### config.mk
export PLATFORM = sky130hd
export DESIGN_NAME = sequential_servo_pulse_generator
export DESIGN_NICKNAME = d
export VERILOG_FILES = /design/src/ssp_pkg.sv /design/src/ssp_lane.sv /design/src/sequential_servo_pulse_generator.sv
export SDC_FILE = /design/constraint.sdc
export NUM_CORES = 2
export LEC_CHECK = 0
export BUFFER_PORTS_ARGS = -buffer_cell sky130_fd_sc_hd__buf_2
export CAP_MARGIN = 40
export CORE_ASPECT_RATIO = 1.4
export CORE_MARGIN = 3
export CORE_UTILIZATION = 40
export CTS_CLUSTER_DIAMETER = 200
export DETAILED_ROUTE_END_ITERATION = 7
export HOLD_SLACK_MARGIN = 0.06
export PLACE_DENSITY = 0.63
export SLEW_MARGIN = 10
export SYNTH_ARGS = -nofsm -noshare
export SYNTH_HDL_FRONTEND = slang
export SYNTH_SLANG_ARGS = --single-unit
export TNS_END_PERCENT = 30
### constraint.sdc
create_clock -name i_clk -period 15.5 [get_ports i_clk]
set_input_delay 2.325 -clock i_clk [delete_from_list [all_inputs] [get_ports i_clk]]
set_output_delay 2.325 -clock i_clk [all_outputs]
set_load 0.02 [all_outputs]
### src/ssp_pkg.sv
// ----------------------------------------------------------------------------
// ssp_pkg
// Shared types, codes and reset values for the sequential servo pulse
// generator.
// ----------------------------------------------------------------------------
package ssp_pkg;

    localparam int unsigned CHANNELS_DEF = 8;

    localparam int unsigned WIDTH_W = 16;
    localparam int unsigned STEP_W  = 12;
    localparam int unsigned CMD_W   = 2;
    localparam int unsigned CHSEL_W = 3;

    localparam logic [CMD_W-1:0] CMD_TICK = 2'd0;
    localparam logic [CMD_W-1:0] CMD_MOVE = 2'd1;
    localparam logic [CMD_W-1:0] CMD_SET  = 2'd2;
    localparam logic [CMD_W-1:0] CMD_RAMP = 2'd3;

    localparam logic [WIDTH_W-1:0] SLOT_RESET  = 16'd2500;
    localparam logic [STEP_W-1:0]  STEP_RESET  = 12'd10;
    localparam logic [WIDTH_W-1:0] WIDTH_RESET = 16'd1500;

    typedef struct packed {
        logic [WIDTH_W-1:0] width;
        logic [WIDTH_W-1:0] target;
        logic               active;
        logic               upward;
    } t_lane;

    typedef struct packed {
        logic               sel;
        logic               set;
        logic               ramp;
        logic [WIDTH_W-1:0] value;
        logic [STEP_W-1:0]  step;
    } t_lane_ctl;

endpackage

### src/ssp_lane.sv
// ----------------------------------------------------------------------------
// ssp_lane
// Per-channel width, target and ramp state with saturating step update.
// ----------------------------------------------------------------------------
module ssp_lane
    import ssp_pkg::*;
(
    input  logic      i_clk,
    input  logic      i_rst_n,
    input  t_lane_ctl i_ctl,
    output t_lane     o_state,
    output t_lane     o_next
);

    t_lane              r_state;
    t_lane              n_state;
    logic [WIDTH_W:0]   up_sum;
    logic [WIDTH_W-1:0] up_w;
    logic [WIDTH_W-1:0] step_ext;
    logic [WIDTH_W-1:0] dn_w;

    assign step_ext = {{(WIDTH_W-STEP_W){1'b0}}, i_ctl.step};
    assign up_sum   = {1'b0, r_state.width} + {1'b0, step_ext};
    assign up_w     = up_sum[WIDTH_W] ? {WIDTH_W{1'b1}} : up_sum[WIDTH_W-1:0];
    assign dn_w     = (r_state.width > step_ext) ? (r_state.width - step_ext)
                                                 : '0;

    always_comb begin
        n_state = r_state;
        if (i_ctl.sel) begin
            n_state.target = i_ctl.value;
            if (i_ctl.set) begin
                n_state.width  = i_ctl.value;
                n_state.active = 1'b0;
            end else if (i_ctl.value == r_state.width) begin
                n_state.active = 1'b0;
            end else begin
                n_state.active = 1'b1;
                n_state.upward = i_ctl.value > r_state.width;
            end
        end else if (i_ctl.ramp && r_state.active) begin
            if (r_state.upward) begin
                n_state.width = up_w;
                if (up_w >= r_state.target) n_state.active = 1'b0;
            end else begin
                n_state.width = dn_w;
                if (dn_w <= r_state.target) n_state.active = 1'b0;
            end
        end
    end

    always_ff @(posedge i_clk) begin
        if (!i_rst_n) begin
            r_state.width  <= WIDTH_RESET;
            r_state.target <= WIDTH_RESET;
            r_state.active <= 1'b0;
            r_state.upward <= 1'b0;
        end else begin
            r_state <= n_state;
        end
    end

    assign o_state = r_state;
    assign o_next  = n_state;

endmodule

### src/sequential_servo_pulse_generator.sv
// ----------------------------------------------------------------------------
// sequential_servo_pulse_generator
// Slot-sequenced servo pulse generator with per-channel width ramping.
//
//   channel | dir | handshake             | payload
//   --------+-----+-----------------------+-----------------------------------
//   s_      | in  | s_tvalid / s_tready   | tuser: cmd; tdata: channel, value
//   m_      | out | m_tvalid / m_tready   | tdata: lines, slot, moving mask
//   apb     | in  | psel/penable/pready   | slot_period @0x0, step_size @0x4
//
// Each beat is processed in the cycle it is accepted; the status beat is
// registered and valid on the next cycle; one beat per cycle while m_tready is high.
// The slot counter compare and the per-lane step adders set the path.
// s_tready drops only while a status beat waits and m_tready is low.
// Synchronous active-low reset restores all widths and targets to center.
// ----------------------------------------------------------------------------
module sequential_servo_pulse_generator
    import ssp_pkg::*;
#(
    parameter int unsigned CHANNELS = CHANNELS_DEF
) (
    input  logic        i_clk,
    input  logic        i_rst_n,
    input  logic        s_tvalid,
    output logic        s_tready,
    input  logic [23:0] s_tdata,   // channel[2:0], value[18:3], zero[23:19]
    input  logic [1:0]  s_tuser,   // cmd[1:0]
    output logic        m_tvalid,
    input  logic        m_tready,
    output logic [23:0] m_tdata,   // servo_lines[7:0], slot_channel[10:8],
                                   // moving_mask[18:11], zero[23:19]
    input  logic        psel,
    input  logic        penable,
    input  logic        pwrite,
    input  logic [2:0]  paddr,
    input  logic [31:0] pwdata,
    output logic [31:0] prdata,
    output logic        pready
);

    localparam int unsigned CH_W = (CHANNELS > 1) ? $clog2(CHANNELS) : 1;

    logic [WIDTH_W-1:0] r_slot;
    logic [STEP_W-1:0]  r_step;
    logic [WIDTH_W-1:0] r_tick;
    logic [WIDTH_W-1:0] n_tick;
    logic [CH_W-1:0]    r_cur;
    logic [CH_W-1:0]    n_cur;
    logic [WIDTH_W-1:0] r_latch;
    logic [WIDTH_W-1:0] n_latch;
    logic               r_line;
    logic               n_line;
    logic               r_m_valid;
    logic [23:0]        r_m_data;
    logic [23:0]        n_m_data;

    logic               acc;
    logic [CMD_W-1:0]   in_cmd;
    logic [CHSEL_W-1:0] in_ch;
    logic [WIDTH_W-1:0] in_value;
    logic [WIDTH_W-1:0] tick_inc;
    logic               cfg_wr;

    t_lane              lane_q [CHANNELS];
    t_lane              lane_n [CHANNELS];
    t_lane_ctl          lane_ctl [CHANNELS];
    logic [CHANNELS-1:0] act_n;
    logic [CHANNELS+7:0] act_pad;
    logic [CH_W+2:0]    cur_pad;
    logic [7:0]         lines;

    assign in_cmd   = s_tuser;
    assign in_ch    = s_tdata[2:0];
    assign in_value = s_tdata[18:3];

    assign s_tready = !r_m_valid || m_tready;
    assign acc      = s_tvalid && s_tready;

    assign pready = 1'b1;
    assign cfg_wr = psel && penable && pwrite && pready;
    assign prdata = paddr[2] ? {{(32-STEP_W){1'b0}}, r_step}
                             : {{(32-WIDTH_W){1'b0}}, r_slot};

    always_ff @(posedge i_clk) begin
        if (!i_rst_n) begin
            r_slot <= SLOT_RESET;
            r_step <= STEP_RESET;
        end else if (cfg_wr) begin
            if (paddr[2]) r_step <= pwdata[STEP_W-1:0];
            else          r_slot <= pwdata[WIDTH_W-1:0];
        end
    end

    // status beat shows the post-update view, so take each lane's next state
    genvar g;
    generate
        for (g = 0; g < CHANNELS; g++) begin : g_lane
            assign lane_ctl[g].sel   = acc && (in_cmd == CMD_MOVE || in_cmd == CMD_SET)
                                       && (32'(in_ch) == g);
            assign lane_ctl[g].set   = in_cmd == CMD_SET;
            assign lane_ctl[g].ramp  = acc && in_cmd == CMD_RAMP;
            assign lane_ctl[g].value = in_value;
            assign lane_ctl[g].step  = r_step;
            assign act_n[g]          = lane_n[g].active;

            ssp_lane u_lane (
                .i_clk   (i_clk),
                .i_rst_n (i_rst_n),
                .i_ctl   (lane_ctl[g]),
                .o_state (lane_q[g]),
                .o_next  (lane_n[g])
            );
        end
    endgenerate

    assign tick_inc = r_tick + 1'b1;

    always_comb begin
        n_tick  = r_tick;
        n_cur   = r_cur;
        n_latch = r_latch;
        n_line  = r_line;
        if (acc && in_cmd == CMD_TICK) begin
            n_tick = tick_inc;
            if (tick_inc == r_slot) begin
                n_tick  = '0;
                n_line  = 1'b1;
                n_latch = lane_q[r_cur].width;
            end else if (r_line && tick_inc >= r_latch) begin
                n_line = 1'b0;
                n_cur  = (32'(r_cur) == CHANNELS - 1) ? '0 : r_cur + 1'b1;
            end
        end
    end

    always_ff @(posedge i_clk) begin
        if (!i_rst_n) begin
            r_tick  <= '0;
            r_cur   <= '0;
            r_latch <= '0;
            r_line  <= 1'b0;
        end else begin
            r_tick  <= n_tick;
            r_cur   <= n_cur;
            r_latch <= n_latch;
            r_line  <= n_line;
        end
    end

    assign act_pad = {8'b0, act_n};
    assign cur_pad = {3'b0, n_cur};

    always_comb begin
        for (int i = 0; i < 8; i++) begin
            lines[i] = n_line && (32'(n_cur) == i);
        end
    end

    assign n_m_data = {5'b0, act_pad[7:0], cur_pad[2:0], lines};

    always_ff @(posedge i_clk) begin
        if (!i_rst_n) begin
            r_m_valid <= 1'b0;
        end else if (acc) begin
            r_m_valid <= 1'b1;
        end else if (m_tready) begin
            r_m_valid <= 1'b0;
        end
    end

    always_ff @(posedge i_clk) begin
        if (acc) r_m_data <= n_m_data;
    end

    assign m_tvalid = r_m_valid;
    assign m_tdata  = r_m_data;

endmodule

==> flow_metrics.tcl <==
set metrics [dict create \
    rows 132 \
    hpwl_um 104200 \
    synth_edf_count 19 \
    drc_errors 0 \
    crit_path_end_kind "register" \
    tightest_slew_ps 899.3 \
    yosys_most_used_dff "dfxtp_1" \
    critPathArrivalTime_ps 6810 \
    ir_drop_v 0.00007622 \
    r2r_end "g_lane[4].u_lane.o_state[1]" \
    required_ps 16090 \
    viasPerCell 6.089 \
    rrSetupSlack_ps 9270 \
    synth_area_per_cell_um2 7.607 \
    detail_route.iter0.violations 3023 \
    htree_levels 2 \
    timing.rr.start "r_step[4]" \
    hold_path_depth 2 \
    layout.nets 5535 \
    start_util 0.4039 \
    ys_async_sr_fraction 0 \
    post-cts-setup-buffer-count 0 \
    coreArea_mm2 0.09265 \
    drive_gt1_frac 0.07387 \
    most-common-layout-cells "ha_1, nand2_1, inv_1" \
    cts_resized 0 \
    antenna_left 0 \
    met3_length_um 10630 \
    p_leak_nw 17.51 \
    slew_headroom 0.3958 \
    startpoint_type "register" \
    layout_min_cycle_time_ps 6228 \
    grt_start_max_net_pins 68 \
    path_clk_slew_ps 60 \
    holdBufCountCts 0 \
    grt_pass1_vias 35430 \
    timing.fmax_ghz 0.1606 \
    cp_max_fo 19 \
    timing.hold.ws_ps 452.3 \
    first_pass_iters 6 \
    final_common_cell "ha_1" \
    synthCells 4920 \
    tns_ps 0 \
    seq_area_frac_synth 0.1955 \
    synthesis.area_mm2 0.03743 \
    hp-class "reg -> reg" \
    r2r_cells 19 \
    setup_violations 0 \
    fin_skew_ps 39.27 \
    clock_path_buffers 3 \
    crit_type "reg -> reg" \
    grt_util_all_layers 0.2838 \
    final_hold_viol_count 0 \
    antenna_found_initial 3 \
    ys_ff_latch 356 \
    cts_sinks 356 \
    rsz0062_at_grt "no" \
    drv_slew 0 \
    grt.overflow.total 0 \
    wl_met1_um 58820 \
    dieArea_mm2 0.09732 \
    ys_types 101 \
    cts_made_buffers 43 \
    fin_crit_sh 0.4018 \
    cts-root-buf "clkbuf_16" \
    wirelength_um 142900 \
    highest_layer "met5" \
    io_buffers 81 \
    ys_warn_count 0 \
    post_drt_wl_per_cell_um 23.45 \
    outcome "complete, no violations" \
    area_growth_pct 8.358 \
    worstHoldEndpoint "g_lane[2].u_lane.o_state[14]" \
    power.density_mw_per_mm2 64.53 \
    cts_tree "built" \
    dieHeight_um 367.9 \
    clk_latency_ps 640 \
    drv_cap 0 \
    holdCritStartpoint "g_lane[2].u_lane.o_state[14]" \
    route.met2.wl_um 63970 \
    ios 127 \
    die_w_um 264.5 \
    grt_pass1_wl_um 213800 \
    place.gp.congestion 0.9556 \
    vias 37110 \
]
## per-layer routing
| metal | track usage | up-vias |
|---|---|---|
| met2 | 0.4697 | 1573 |
| met3 | 0.03843 | 371 |
| met4 | 0.1574 | 2 |
| met1 | 0.3557 | 17560 |
| met5 | 0 | - |
| li1 | - | 17600 |
## through the flow
| step | total power, W | utilization | cell area (µm²) | std cells | worst slack (ps) |
|---|---|---|---|---|---|
| after floorplan | 0.001335 | - | 37500 | 4940 | 9817 |
| after global placement | 0.001494 | 0.4177 | 38700 | 5996 | 8929 |
| after detailed placement | 0.001504 | 0.4213 | 39030 | 6014 | 9435 |
| after CTS | 0.002628 | 0.4377 | 40550 | 6093 | 9464 |
| after global routing | 0.002721 | 0.4377 | 40550 | 6093 | 9088 |
| final | 0.002617 | 0.4377 | 40550 | 6094 | 9272 |
## Yosys cell counts, drive strengths merged (35+ instances only)
library cell,n,area share
nor3,106,0.015
dfxtp,337,0.18
nand2,500,0.050
mux2i,35,0.0094
o21bai,35,0.0070
a21oi,392,0.052
nand2b,55,0.0092
clkbuf,241,0.024
nand3,118,0.016
a21o,112,0.022
o211ai,111,0.022
and2,36,0.0060
or3,43,0.0072
nor2,400,0.040
and3,40,0.0067
xnor2,134,0.031
nor2b,63,0.011
inv,397,0.040
a31oi,84,0.014
nand4,101,0.017
o21ai,277,0.037
buf,61,0.010
o21a,71,0.014
ha,598,0.20
a211oi,76,0.015
## logic make-up (layout without fill, tap and decap cells)
family                   after synthesis  in the layout  share of synthesized area
AO/OA/AOI/OAI                       1426           1426                     0.2477
AND/OR/NAND/NOR                     1561           1561                     0.1978
XOR/XNOR                             160            160                    0.03788
adder cells (fa/ha/maj)              614            614                     0.2085
buffers and inverters                705            652                    0.07495
other                                  2             23                  0.0002007
multiplexers                          96             96                    0.03754
flip-flops                           356            356                     0.1955
## worst max-delay path, cell delays in order, from the launching register on
cell and delay (ps):
dfxtp_1 320, buf_4 340, inv_1 490, ha_1 690
nor2_1 90, a221oi_1 410, a211oi_1 210, o41ai_1 760
or3_1 700, nand2_1 110, mux2_2 320, ha_1 300
a21o_1 160, a21o_1 170, a211oi_1 380, nor2b_1 220
o21ai_0 110, nand3_1 90, a31o_2 180, and2_1 120
## flip-flops by register name, indices dropped and copies added, names as in the netlist
name                   cells
r_cur                      3
r_line                     1
g_lane.u_lane.o_state    272
r_slot                    16
r_tick                    16
r_latch                   16
r_step                    12
m_tvalid                   1
m_tdata                   19
## cell type report
type                       count  area [µm²]
multi-input combinational   3879       27410
timing repair buffer         170        1279
antenna                        1       2.502
clock inverter                14       237.7
fill                        9352       52100
inverter                     403        1518
sequential                   356        7320
clock buffer                  65        1279
tap                         1206        1509
## power by group
part	switching, W	internal [W]
Sequential	0.0000148	0.000937
Clock	0.000476	0.000644
Combinational	0.000343	0.000203
## worst max path at each step
| stage | startpoint | to | slack, ps | cells past startpoint |
|---|---|---|---|---|
| floorplan | paddr[2] | prdata[10] | 9820 | 3 |
| global placement | r_step[2] | g_lane[4].u_lane.o_state[1] | 8930 | 18 |
| finish | r_step[4] | g_lane[4].u_lane.o_state[1] | 9270 | 19 |
| detailed placement | r_step[4] | g_lane[4].u_lane.o_state[1] | 9440 | 19 |
| global route | r_step[5] | g_lane[4].u_lane.o_state[1] | 9090 | 20 |
| CTS | r_step[4] | g_lane[4].u_lane.o_state[1] | 9460 | 19 |
Note: power is estimated with default switching activity, not from simulation.
